`src/rtl/tsel_pkg.sv`:
```
// Shared types and constants for the throughput rate selector.
// No dependencies; imported by every module of the block.
`default_nettype none

package tsel_pkg;

   // Field widths.
   localparam int DATA_W     = 32;  // speeds, estimates, byte counts, rates
   localparam int TIME_W     = 24;  // download time in milliseconds
   localparam int IDX_W      = 3;   // representation index and rate count
   localparam int CSR_IDX_W  = 3;   // configuration register index
   localparam int WGT_W      = 8;   // smoothing and scaling weights
   localparam int DIVIDEND_W = 40;  // byte_total * 250 needs 40 bits
   localparam int DIV_CNT_W  = 6;   // counts the serial division steps
   localparam int MOD3_W     = 2;   // running residue modulo three

   // Arithmetic constants.
   localparam logic [WGT_W-1:0]  SPEED_MUL  = 8'd250;  // bytes/ms to KiB/s in Q24.8
   localparam logic [WGT_W-1:0]  W_NEW      = 8'd77;   // weight of the new speed
   localparam logic [WGT_W-1:0]  W_OLD      = 8'd179;  // weight of the old estimate
   localparam logic [WGT_W-1:0]  SAFE_NUM   = 8'd230;  // safety margin, 230/256
   localparam int                RATE_SHIFT = 5;       // bit/s to KiB/s in Q24.8
   localparam logic [DATA_W-1:0] RESET_RATE = 32'd76800;
   localparam logic [DATA_W-1:0] SPEED_SAT  = '1;

   // Configuration register indexes.
   localparam logic [CSR_IDX_W-1:0] CSR_RATE_COUNT = 3'd0;
   localparam logic [CSR_IDX_W-1:0] CSR_RATE_BPS0  = 3'd1;

   // Sequencer states of the top level.
   typedef enum logic [3:0] {
      ST_IDLE,
      ST_DIV,
      ST_MUL,
      ST_SUM_SHORT,
      ST_SUM_LONG,
      ST_MIN,
      ST_THR,
      ST_SCAN,
      ST_DONE
   } state_type;

   // Status returned by the serial divider.
   typedef struct packed {
      logic              done;
      logic [DATA_W-1:0] speed;
   } div_res_type;

   // Status returned by the rate scan.
   typedef struct packed {
      logic             done;
      logic [IDX_W-1:0] pick;
   } pick_res_type;

endpackage

`default_nettype wire

```
`src/rtl/tsel_div.sv`:
```
// Bit-serial restoring divider that turns one download into a saturated speed.
// Depends on tsel_pkg for widths and the result struct.
`default_nettype none

module tsel_div
   import tsel_pkg::*;
(
   input  wire logic                  clock,
   input  wire logic                  reset,
   input  wire logic                  start,
   input  wire logic [DATA_W-1:0]     byte_total,
   input  wire logic [TIME_W-1:0]     time_ms,
   output      div_res_type           res
);

   localparam logic [DIV_CNT_W-1:0] LAST_STEP = DIV_CNT_W'(DIVIDEND_W - 1);

   logic                   busy_ff;
   logic                   done_ff;
   logic [DIV_CNT_W-1:0]   cnt_ff;
   logic [DIVIDEND_W-1:0]  num_ff;
   logic [TIME_W-1:0]      den_ff;
   logic [TIME_W-1:0]      rem_ff;

   logic [DIVIDEND_W-1:0]  dividend;
   logic [TIME_W+1:0]      trial;
   logic                   qbit;
   logic [TIME_W-1:0]      rem_in;

   assign dividend = DIVIDEND_W'(byte_total) * DIVIDEND_W'(SPEED_MUL);

   // One quotient bit per cycle: the next dividend bit enters the partial
   // remainder, and the divisor is taken off when it fits.
   always_comb begin
      trial  = {1'b0, rem_ff, num_ff[DIVIDEND_W-1]} - {2'b00, den_ff};
      qbit   = ~trial[TIME_W+1];
      rem_in = qbit ? trial[TIME_W-1:0] : {rem_ff[TIME_W-2:0], num_ff[DIVIDEND_W-1]};
   end

   always_ff @(posedge clock) begin
      if (reset) begin
         busy_ff <= 1'b0;
         done_ff <= 1'b0;
         cnt_ff  <= '0;
      end else if (start) begin
         busy_ff <= 1'b1;
         done_ff <= 1'b0;
         cnt_ff  <= '0;
      end else if (busy_ff) begin
         cnt_ff <= cnt_ff + 1'b1;
         if (cnt_ff == LAST_STEP) begin
            busy_ff <= 1'b0;
            done_ff <= 1'b1;
         end
      end else begin
         done_ff <= 1'b0;
      end
   end

   always_ff @(posedge clock) begin
      if (start) begin
         num_ff <= dividend;
         den_ff <= time_ms;
         rem_ff <= '0;
      end else if (busy_ff) begin
         num_ff <= {num_ff[DIVIDEND_W-2:0], qbit};
         rem_ff <= rem_in;
      end
   end

   // A zero time or a quotient above 32 bits saturates.
   always_comb begin
      res.done = done_ff;
      if ((den_ff == '0) || (|num_ff[DIVIDEND_W-1:DATA_W])) begin
         res.speed = SPEED_SAT;
      end else begin
         res.speed = num_ff[DATA_W-1:0];
      end
   end

endmodule

`default_nettype wire

```
`src/rtl/tsel_pick.sv`:
```
// Rate scan: visits one configured rate per cycle and keeps the best fit
// and the smallest rate. Depends on tsel_pkg.
`default_nettype none

module tsel_pick
   import tsel_pkg::*;
(
   input  wire logic                clock,
   input  wire logic                reset,
   input  wire logic                start,
   input  wire logic [IDX_W-1:0]    count,
   input  wire logic [DATA_W-1:0]   safe,
   input  wire logic [DATA_W-1:0]   rate_bps,
   output      logic [IDX_W-1:0]    rate_idx,
   output      pick_res_type        res
);

   logic                busy_ff;
   logic                done_ff;
   logic [IDX_W-1:0]    idx_ff;
   logic                found_ff;
   logic [IDX_W-1:0]    best_ff;
   logic [DATA_W-1:0]   best_rate_ff;
   logic [IDX_W-1:0]    min_idx_ff;
   logic [DATA_W-1:0]   min_rate_ff;

   logic [DATA_W-1:0]   rate;
   logic                take_best;
   logic                take_min;
   logic                last;

   always_comb begin
      rate      = rate_bps >> RATE_SHIFT;
      take_best = (rate <= safe) && (!found_ff || (rate > best_rate_ff));
      take_min  = (idx_ff == '0) || (rate < min_rate_ff);
      last      = (idx_ff == (count - 1'b1));
   end

   always_ff @(posedge clock) begin
      if (reset) begin
         busy_ff <= 1'b0;
         done_ff <= 1'b0;
      end else if (start) begin
         busy_ff <= 1'b1;
         done_ff <= 1'b0;
      end else if (busy_ff && last) begin
         busy_ff <= 1'b0;
         done_ff <= 1'b1;
      end else begin
         done_ff <= 1'b0;
      end
   end

   always_ff @(posedge clock) begin
      if (start) begin
         idx_ff   <= '0;
         found_ff <= 1'b0;
      end else if (busy_ff) begin
         idx_ff <= idx_ff + 1'b1;
         if (take_best) begin
            found_ff     <= 1'b1;
            best_ff      <= idx_ff;
            best_rate_ff <= rate;
         end
         if (take_min) begin
            min_idx_ff  <= idx_ff;
            min_rate_ff <= rate;
         end
      end
   end

   assign rate_idx = idx_ff;
   assign res.done = done_ff;
   assign res.pick = found_ff ? best_ff : min_idx_ff;

endmodule

`default_nettype wire

```
`src/rtl/throughput_rate_selector_unit.sv`:
```
// A report item runs the divider and, unless it is the first segment, the smoothing before
// the rate scan; a query-only item skips both and goes straight to the selection.
// The 40-step bit-serial divider and the one-rate-per-cycle scan set the time an item takes.
// One item is in work at a time; the next is accepted once the result is registered.
// Reset is synchronous and active high; it restores both estimates to 300 KiB/s, the choice to
// index 0, the rate count to 1 and all rates to zero.
`default_nettype none

// Top level of the throughput rate selector.
// Instantiates tsel_div and tsel_pick; uses types and constants from tsel_pkg.
module throughput_rate_selector_unit
   import tsel_pkg::*;
#(
   parameter int MAX_RATES = 6
)
(
   input  wire logic                  clock,
   input  wire logic                  reset,

   input  wire logic                  req_valid,
   output      logic                  req_ready,
   input  wire logic                  req_query_only,
   input  wire logic [DATA_W-1:0]     req_byte_total,
   input  wire logic [TIME_W-1:0]     req_time_ms,
   input  wire logic [DATA_W-1:0]     req_segment_index,

   output      logic                  rsp_valid,
   input  wire logic                  rsp_ready,
   output      logic [IDX_W-1:0]      rsp_chosen_index,
   output      logic                  rsp_switched,
   output      logic [DATA_W-1:0]     rsp_short_estimate,
   output      logic [DATA_W-1:0]     rsp_long_estimate,

   input  wire logic                  csr_we,
   input  wire logic [CSR_IDX_W-1:0]  csr_index,
   input  wire logic [DATA_W-1:0]     csr_wdata
);

   localparam int RIDX_W = (MAX_RATES > 1) ? $clog2(MAX_RATES) : 1;

   // Control strobes decoded from the sequencer state.
   typedef struct packed {
      logic div_start;
      logic seg_shift;
      logic load_both;
      logic mul_new;
      logic sum_short;
      logic sum_long;
      logic take_min;
      logic scan_start;
      logic load_rsp;
   } ctl_type;

   state_type              state_ff;
   state_type              state_in;
   ctl_type                ctl;

   // Configuration registers.
   logic [IDX_W-1:0]       rate_count_ff;
   logic [DATA_W-1:0]      rate_bps_ff [MAX_RATES];

   // Item context and estimator state.
   logic                   seg_one_ff;
   logic [DATA_W-1:0]      seg_sr_ff;
   logic [MOD3_W-1:0]      mod3_ff;
   logic [MOD3_W-1:0]      mod3_in;
   logic [DIVIDEND_W-1:0]  prod_ff;
   logic [DATA_W-1:0]      short_ff;
   logic [DATA_W-1:0]      long_ff;
   logic [DATA_W-1:0]      lo_ff;
   logic [DATA_W-1:0]      safe_ff;
   logic [IDX_W-1:0]       choice_ff;

   // Result register.
   logic                   rsp_valid_ff;
   logic [IDX_W-1:0]       rsp_index_ff;
   logic                   rsp_switched_ff;
   logic [DATA_W-1:0]      rsp_short_ff;
   logic [DATA_W-1:0]      rsp_long_ff;

   logic                   accept;
   logic [IDX_W-1:0]       rate_n;
   logic [IDX_W-1:0]       scan_idx;
   logic [DIVIDEND_W-1:0]  sum_short;
   logic [DIVIDEND_W-1:0]  sum_long;
   logic [DIVIDEND_W-1:0]  safe_prod;
   div_res_type            div_res;
   pick_res_type           pick_res;

   // ------------------------------------------------------------------
   // Sequencer. The divider runs only for report items; a query-only item
   // goes straight to the selection.
   // ------------------------------------------------------------------
   always_comb begin
      state_in = state_ff;
      unique case (state_ff)
         ST_IDLE: begin
            if (req_valid) begin
               state_in = req_query_only ? ST_MIN : ST_DIV;
            end
         end
         ST_DIV: begin
            if (div_res.done) begin
               state_in = seg_one_ff ? ST_MIN : ST_MUL;
            end
         end
         ST_MUL:       state_in = ST_SUM_SHORT;
         ST_SUM_SHORT: state_in = (mod3_ff == '0) ? ST_SUM_LONG : ST_MIN;
         ST_SUM_LONG:  state_in = ST_MIN;
         ST_MIN:       state_in = ST_THR;
         ST_THR:       state_in = ST_SCAN;
         ST_SCAN: begin
            if (pick_res.done) begin
               state_in = ST_DONE;
            end
         end
         ST_DONE: begin
            if (!rsp_valid_ff || rsp_ready) begin
               state_in = ST_IDLE;
            end
         end
         default:      state_in = ST_IDLE;
      endcase
   end

   always_comb begin
      ctl       = '0;
      req_ready = 1'b0;
      unique case (state_ff)
         ST_IDLE: begin
            req_ready     = 1'b1;
            ctl.div_start = req_valid && !req_query_only;
         end
         ST_DIV: begin
            ctl.seg_shift = 1'b1;
            ctl.load_both = div_res.done && seg_one_ff;
         end
         ST_MUL:       ctl.mul_new    = 1'b1;
         ST_SUM_SHORT: ctl.sum_short  = 1'b1;
         ST_SUM_LONG:  ctl.sum_long   = 1'b1;
         ST_MIN:       ctl.take_min   = 1'b1;
         ST_THR:       ctl.scan_start = 1'b1;
         ST_SCAN:      ctl = '0;
         ST_DONE:      ctl.load_rsp   = !rsp_valid_ff || rsp_ready;
         default:      ctl = '0;
      endcase
   end

   assign accept = req_valid && req_ready;

   always_ff @(posedge clock) begin
      if (reset) begin
         state_ff <= ST_IDLE;
      end else begin
         state_ff <= state_in;
      end
   end

   // ------------------------------------------------------------------
   // Configuration port. A write to a rate index beyond MAX_RATES, or to
   // an unused index, is dropped.
   // ------------------------------------------------------------------
   always_ff @(posedge clock) begin
      if (reset) begin
         rate_count_ff <= IDX_W'(1);
         for (int k = 0; k < MAX_RATES; k++) begin
            rate_bps_ff[k] <= '0;
         end
      end else if (csr_we) begin
         if (csr_index == CSR_RATE_COUNT) begin
            rate_count_ff <= csr_wdata[IDX_W-1:0];
         end
         for (int k = 0; k < MAX_RATES; k++) begin
            if (csr_index == (CSR_RATE_BPS0 + CSR_IDX_W'(k))) begin
               rate_bps_ff[k] <= csr_wdata;
            end
         end
      end
   end

   // A count of zero acts as one, and a count above the table is clamped.
   always_comb begin
      if (rate_count_ff == '0) begin
         rate_n = IDX_W'(1);
      end else if (rate_count_ff > IDX_W'(MAX_RATES)) begin
         rate_n = IDX_W'(MAX_RATES);
      end else begin
         rate_n = rate_count_ff;
      end
   end

   // ------------------------------------------------------------------
   // Segment number: the first segment reloads both estimates. While the
   // divider runs, the segment number is shifted out MSB first and its
   // residue modulo three is built one bit a cycle. The zeros shifted in
   // after the last bit only double the residue, which keeps zero at zero.
   // ------------------------------------------------------------------
   always_comb begin
      case ({mod3_ff, seg_sr_ff[DATA_W-1]})
         3'b000:  mod3_in = 2'd0;
         3'b001:  mod3_in = 2'd1;
         3'b010:  mod3_in = 2'd2;
         3'b011:  mod3_in = 2'd0;
         3'b100:  mod3_in = 2'd1;
         3'b101:  mod3_in = 2'd2;
         default: mod3_in = 2'd0;
      endcase
   end

   always_ff @(posedge clock) begin
      if (accept) begin
         seg_one_ff <= (req_segment_index == DATA_W'(1));
         seg_sr_ff  <= req_segment_index;
         mod3_ff    <= '0;
      end else if (ctl.seg_shift) begin
         seg_sr_ff <= {seg_sr_ff[DATA_W-2:0], 1'b0};
         mod3_ff   <= mod3_in;
      end
   end

   // ------------------------------------------------------------------
   // Speed and smoothing. The weighted new speed is formed once and used
   // by both estimates; each sum is 40 bits and keeps bits 39..8.
   // ------------------------------------------------------------------
   tsel_div u_div (
      .clock      (clock),
      .reset      (reset),
      .start      (ctl.div_start),
      .byte_total (req_byte_total),
      .time_ms    (req_time_ms),
      .res        (div_res)
   );

   assign sum_short = prod_ff + DIVIDEND_W'(short_ff) * DIVIDEND_W'(W_OLD);
   assign sum_long  = prod_ff + DIVIDEND_W'(long_ff) * DIVIDEND_W'(W_OLD);
   assign safe_prod = DIVIDEND_W'(lo_ff) * DIVIDEND_W'(SAFE_NUM);

   always_ff @(posedge clock) begin
      if (ctl.mul_new) begin
         prod_ff <= DIVIDEND_W'(div_res.speed) * DIVIDEND_W'(W_NEW);
      end
      if (ctl.take_min) begin
         lo_ff <= (short_ff < long_ff) ? short_ff : long_ff;
      end
      if (ctl.scan_start) begin
         safe_ff <= safe_prod[DIVIDEND_W-1:DIVIDEND_W-DATA_W];
      end
   end

   always_ff @(posedge clock) begin
      if (reset) begin
         short_ff <= RESET_RATE;
         long_ff  <= RESET_RATE;
      end else if (ctl.load_both) begin
         short_ff <= div_res.speed;
         long_ff  <= div_res.speed;
      end else begin
         if (ctl.sum_short) begin
            short_ff <= sum_short[DIVIDEND_W-1:DIVIDEND_W-DATA_W];
         end
         if (ctl.sum_long) begin
            long_ff <= sum_long[DIVIDEND_W-1:DIVIDEND_W-DATA_W];
         end
      end
   end

   // ------------------------------------------------------------------
   // Selection: the scan reads one rate per cycle from the table.
   // ------------------------------------------------------------------
   tsel_pick u_pick (
      .clock    (clock),
      .reset    (reset),
      .start    (ctl.scan_start),
      .count    (rate_n),
      .safe     (safe_ff),
      .rate_bps (rate_bps_ff[scan_idx[RIDX_W-1:0]]),
      .rate_idx (scan_idx),
      .res      (pick_res)
   );

   // ------------------------------------------------------------------
   // Result register. It holds a finished item until it is taken; the
   // choice is committed when the result is registered.
   // ------------------------------------------------------------------
   always_ff @(posedge clock) begin
      if (reset) begin
         rsp_valid_ff <= 1'b0;
         choice_ff    <= '0;
      end else if (ctl.load_rsp) begin
         rsp_valid_ff <= 1'b1;
         choice_ff    <= pick_res.pick;
      end else if (rsp_ready) begin
         rsp_valid_ff <= 1'b0;
      end
   end

   always_ff @(posedge clock) begin
      if (ctl.load_rsp) begin
         rsp_index_ff    <= pick_res.pick;
         rsp_switched_ff <= (pick_res.pick != choice_ff);
         rsp_short_ff    <= short_ff;
         rsp_long_ff     <= long_ff;
      end
   end

   assign rsp_valid          = rsp_valid_ff;
   assign rsp_chosen_index   = rsp_index_ff;
   assign rsp_switched       = rsp_switched_ff;
   assign rsp_short_estimate = rsp_short_ff;
   assign rsp_long_estimate  = rsp_long_ff;

endmodule

`default_nettype wire

```
`config.mk`:
```
export PLATFORM = sky130hd
export DESIGN_NAME = throughput_rate_selector_unit
export DESIGN_NICKNAME = d
export VERILOG_FILES = /design/src/rtl/tsel_pkg.sv /design/src/rtl/tsel_div.sv /design/src/rtl/tsel_pick.sv /design/src/rtl/throughput_rate_selector_unit.sv
export SDC_FILE = /design/constraint.sdc
export NUM_CORES = 2
export LEC_CHECK = 0
export ABC_AREA = 1
export BUFFER_PORTS_ARGS = -buffer_cell sky130_fd_sc_hd__buf_2
export CORE_MARGIN = 5
export CORE_UTILIZATION = 58
export DETAILED_ROUTE_END_ITERATION = 7
export HOLD_SLACK_MARGIN = 0.15
export PLACE_DENSITY = 0.89
export SLEW_MARGIN = 25
export SYNTH_ARGS = -nofsm -noshare
export SYNTH_HDL_FRONTEND = slang
export SYNTH_HIERARCHICAL = 1
export SYNTH_SLANG_ARGS = --single-unit
```
`constraint.sdc`:
```
create_clock -name clock -period 4.6 [get_ports clock]
set_clock_uncertainty 0.05 [all_clocks]
set_input_delay 0.92 -clock clock [delete_from_list [all_inputs] [get_ports clock]]
set_output_delay 0.92 -clock clock [all_outputs]
set_load 0.05 [all_outputs]
```
==> run summary <==
The actual transition at the worst max-transition pin works out to 1.15 ns. The worst pin sits at a relative slew slack of 22.9%. The final layout contains routed wiring with a total length of 179,000 µm. The H-tree was split into 3 levels. The average footprint of a synthesized cell works out to 8.52 µm².

Summed over all layers, the global routing overflow is 0. The routing usage on met2 came out at 57.9%. From bottom edge to top edge, the die measures 323 µm. Starting density of the core: 58.5%. The number of instances in the placed design was 8,535. Setup violations remaining at the end of the flow were counted as 30.

Leaving out fill and tap cells, the most frequent cells in the layout are sky130_fd_sc_hd__inv_1 (1,378), sky130_fd_sc_hd__nand2_1 (1,323), sky130_fd_sc_hd__ha_1 (589). The die covers 104,000 µm². Dividing the detail-routed via count by the number of cells gives 5.82. The run gives 35,400 µm² as the area occupied by multi-input gates. Most common cell after layout, fill and taps aside: sky130_fd_sc_hd__inv_1. Relative to the synthesized area, the layout overhead comes to 18.6%. The number of antenna diodes in the final layout is 0. The logs give 0 for the remaining antenna violation count after routing and 7 for the first-pass iteration count of the detailed router.

Clock-pin slew was measured on the worst setup and hold paths at 0.06 ns. The run finished, with violations left. The tools report the met3 layer usage reported by global route as 5.53%. For the worst setup path, the data required time is 4.93 ns.

The clock passes through at most 3 buffers. The boundary pin count came out at 199. Startpoint kind of the worst setup timing path: a flip-flop. Launching element of the worst setup path: u_div/den_ff[2]$_DFFE_PP_.

The tools report the source of the worst register-to-register timing path as u_div/den_ff[2]$_DFFE_PP_. Synthesized netlist net count: 7,928. In this run the worst hold path is classified as input pin to flip-flop. The worst setup path is captured at a flip-flop. The proportion of layout cells with a drive suffix above 1 is 17.3%, and the area taken by flip-flops and latches is 17,000 µm². The final reports fail on negative setup slack. The endpoint identified for the worst register-to-register timing path is prod_ff[25]$_DFFE_PP_. The smallest clock period supported by the final layout is computed as 5.45 ns. The filler cell count came out at 6,772. The most used routing layer is met2. The total number of vias is 50,600, and the x dimension of the die is 323 µm. The number of core rows is 114. CTS saw 605 sinks. Entering global routing, the biggest net connects 88 pins. The logs give 0 for the number of hold violations in the final report and 33.5% for the overall global routing resource usage. For the final worst setup slack, the log shows -0.845 ns.

Setup repair after global routing could not meet its margin everywhere. At the worst endpoint, the arrival time is 5.78 ns. Synthesis handed over a netlist of 6,656 instances. The area of all placed cells without fillers is 67,300 µm², and the post-route core utilization is 69.4%.

In the final design database the tool counted 8,643 nets. The worst register-to-register path has a setup slack of -0.85 ns. OpenSTA, run right after detailed placement, puts the worst setup slack at -0.854 ns. Timing would allow up to 184 MHz. The critical path is of the flip-flop to flip-flop type.

The tool flagged a number of max-cap violations equal to 0. The tree is rooted in a sky130_fd_sc_hd__clkbuf_16. The synthesized netlist occupies a cell area of 56,700 µm². The tools report the global placer's final weighted congestion as 1.00. The first global-routing pass estimated 275,000 µm of wire. TritonCTS built the clock tree.

The number of cells on the worst reg-to-reg path is 25, and the number of global-route vias before repair is 52,600. For the worst-skew pair, the clock arrives at the later sink with an insertion delay of 0.69 ns. The global routing met1 resource utilization came out at 41.1%. In the final routed layout, each cell accounts on average for 20.6 µm. After legalization and detailed placement, the total HPWL measured 133,000 µm. In the routed design, unresolved DRC markers number 0. The tools report the number of warnings printed during yosys synthesis as 6. The share of the clock period used by the worst path after layout was 118%; the largest fanout on the critical path was 13. The first routing iteration left 5,464 violations. In this run, CTS created clock tree buffers numbering 72. Port buffering added 196 buffers.

Following the worst setup path forward leads to its endpoint at prod_ff[25]$_DFFE_PP_. The max-slew violation total from the final report is 0, and the placeable core region is 96,900 µm². After detailed placement, the total cell area comes to 62,800 µm². The number of antenna violations at the first check in global routing came out at 1.

For this run, the number of standard cells in the final layout without fillers is 8,705.
-- per-stage QoR --
stage | hold slack, ns | setup TNS [ns]
finish | 0.383 | -17.57
CTS | 0.348 | -12.02
detailed placement | 0.410 | -30.83
global route | 0.355 | -23.98
floorplan | 0.384 | 0
global placement | 0.404 | -22.10
-- critical path, cell delays in order (launching register included) --
cell                         delay (ns)
sky130_fd_sc_hd__edfxtp_1          0.40
sky130_fd_sc_hd__nor4_2            0.28
sky130_fd_sc_hd__buf_4             0.17
sky130_fd_sc_hd__nand4_1           0.10
sky130_fd_sc_hd__buf_6             0.17
sky130_fd_sc_hd__nand4_1           0.17
sky130_fd_sc_hd__clkinvlp_4        0.15
sky130_fd_sc_hd__buf_12            0.17
sky130_fd_sc_hd__buf_6             0.16
sky130_fd_sc_hd__nand2_4           0.11
sky130_fd_sc_hd__ha_4              0.22
sky130_fd_sc_hd__ha_4              0.22
sky130_fd_sc_hd__fa_1              0.54
sky130_fd_sc_hd__inv_1             0.06
sky130_fd_sc_hd__fa_1              0.57
sky130_fd_sc_hd__inv_2             0.08
sky130_fd_sc_hd__ha_4              0.27
sky130_fd_sc_hd__nand2_1           0.08
sky130_fd_sc_hd__nand2_1           0.10
sky130_fd_sc_hd__a31oi_2           0.32
sky130_fd_sc_hd__o21ai_2           0.10
sky130_fd_sc_hd__a21oi_1           0.19
sky130_fd_sc_hd__buf_4             0.17
sky130_fd_sc_hd__buf_4             0.12
sky130_fd_sc_hd__o31ai_4           0.05
sky130_fd_sc_hd__xor2_1            0.14
-- repair_timing --
item	in CTS	in global routing
setup buffers	10	29
hold buffers	0	0
pin swaps	32	39
endpoints found under the setup margin	35	108
resized for setup	156	248
-- area by class of cell --
class	count	share of cell area [%]
Multi-Input combinational cell	4508	52.6
Sequential cell	605	25.4
Inverter	1421	7.96
Timing Repair Buffer	763	7.96
Clock buffer	81	2.79
Tap cell	1276	2.37
Clock inverter	51	0.977
-- how the worst min path moves through the flow --
stage | from | endpoint | slack, ns | cells after the start
floorplan | u_div/done_ff$_SDFFE_PP0P_ | u_div/done_ff$_SDFFE_PP0P_ | 0.38 | 2
global placement | u_div/rem_ff[10]$_SDFFE_PP0P_ | u_div/rem_ff[10]$_SDFFE_PP0P_ | 0.40 | 2
detailed placement | u_div/rem_ff[18]$_SDFFE_PP0P_ | u_div/rem_ff[18]$_SDFFE_PP0P_ | 0.41 | 2
CTS | req_time_ms[2] | u_div/den_ff[2]$_DFFE_PP_ | 0.35 | 1
global route | req_time_ms[2] | u_div/den_ff[2]$_DFFE_PP_ | 0.36 | 1
finish | req_time_ms[1] | u_div/den_ff[1]$_DFFE_PP_ | 0.38 | 1
-- state kept, by name (all words and copies together), names as in the netlist, 4 cells and up --
| name | flops |
|---|---|
| rsp_short_estimate | 32 |
| state_ff | 4 |
| u_div/num_ff | 40 |
| u_div/rem_ff | 24 |
| rate_bps_ff | 162 |
| u_div/den_ff | 24 |
| seg_sr_ff | 32 |
| u_div/cnt_ff | 6 |
| long_ff | 32 |
| rsp_long_estimate | 32 |
| lo_ff | 32 |
| short_ff | 32 |
| prod_ff | 39 |
| safe_ff | 32 |
| u_pick/best_rate_ff | 27 |
| u_pick/min_rate_ff | 27 |
-- layer usage --
layer / up-vias / part of all wire, %
li1: 22700 / -
met1: 24000 / 36
met2: 3059 / 48
met3: 837 / 9.3
met4: 6 / 6.2
met5: - / 0.026
Power is left out: the tool's default activity adds up to more than one toggle a clock period on the data nets, which glitch-free logic cannot reach.
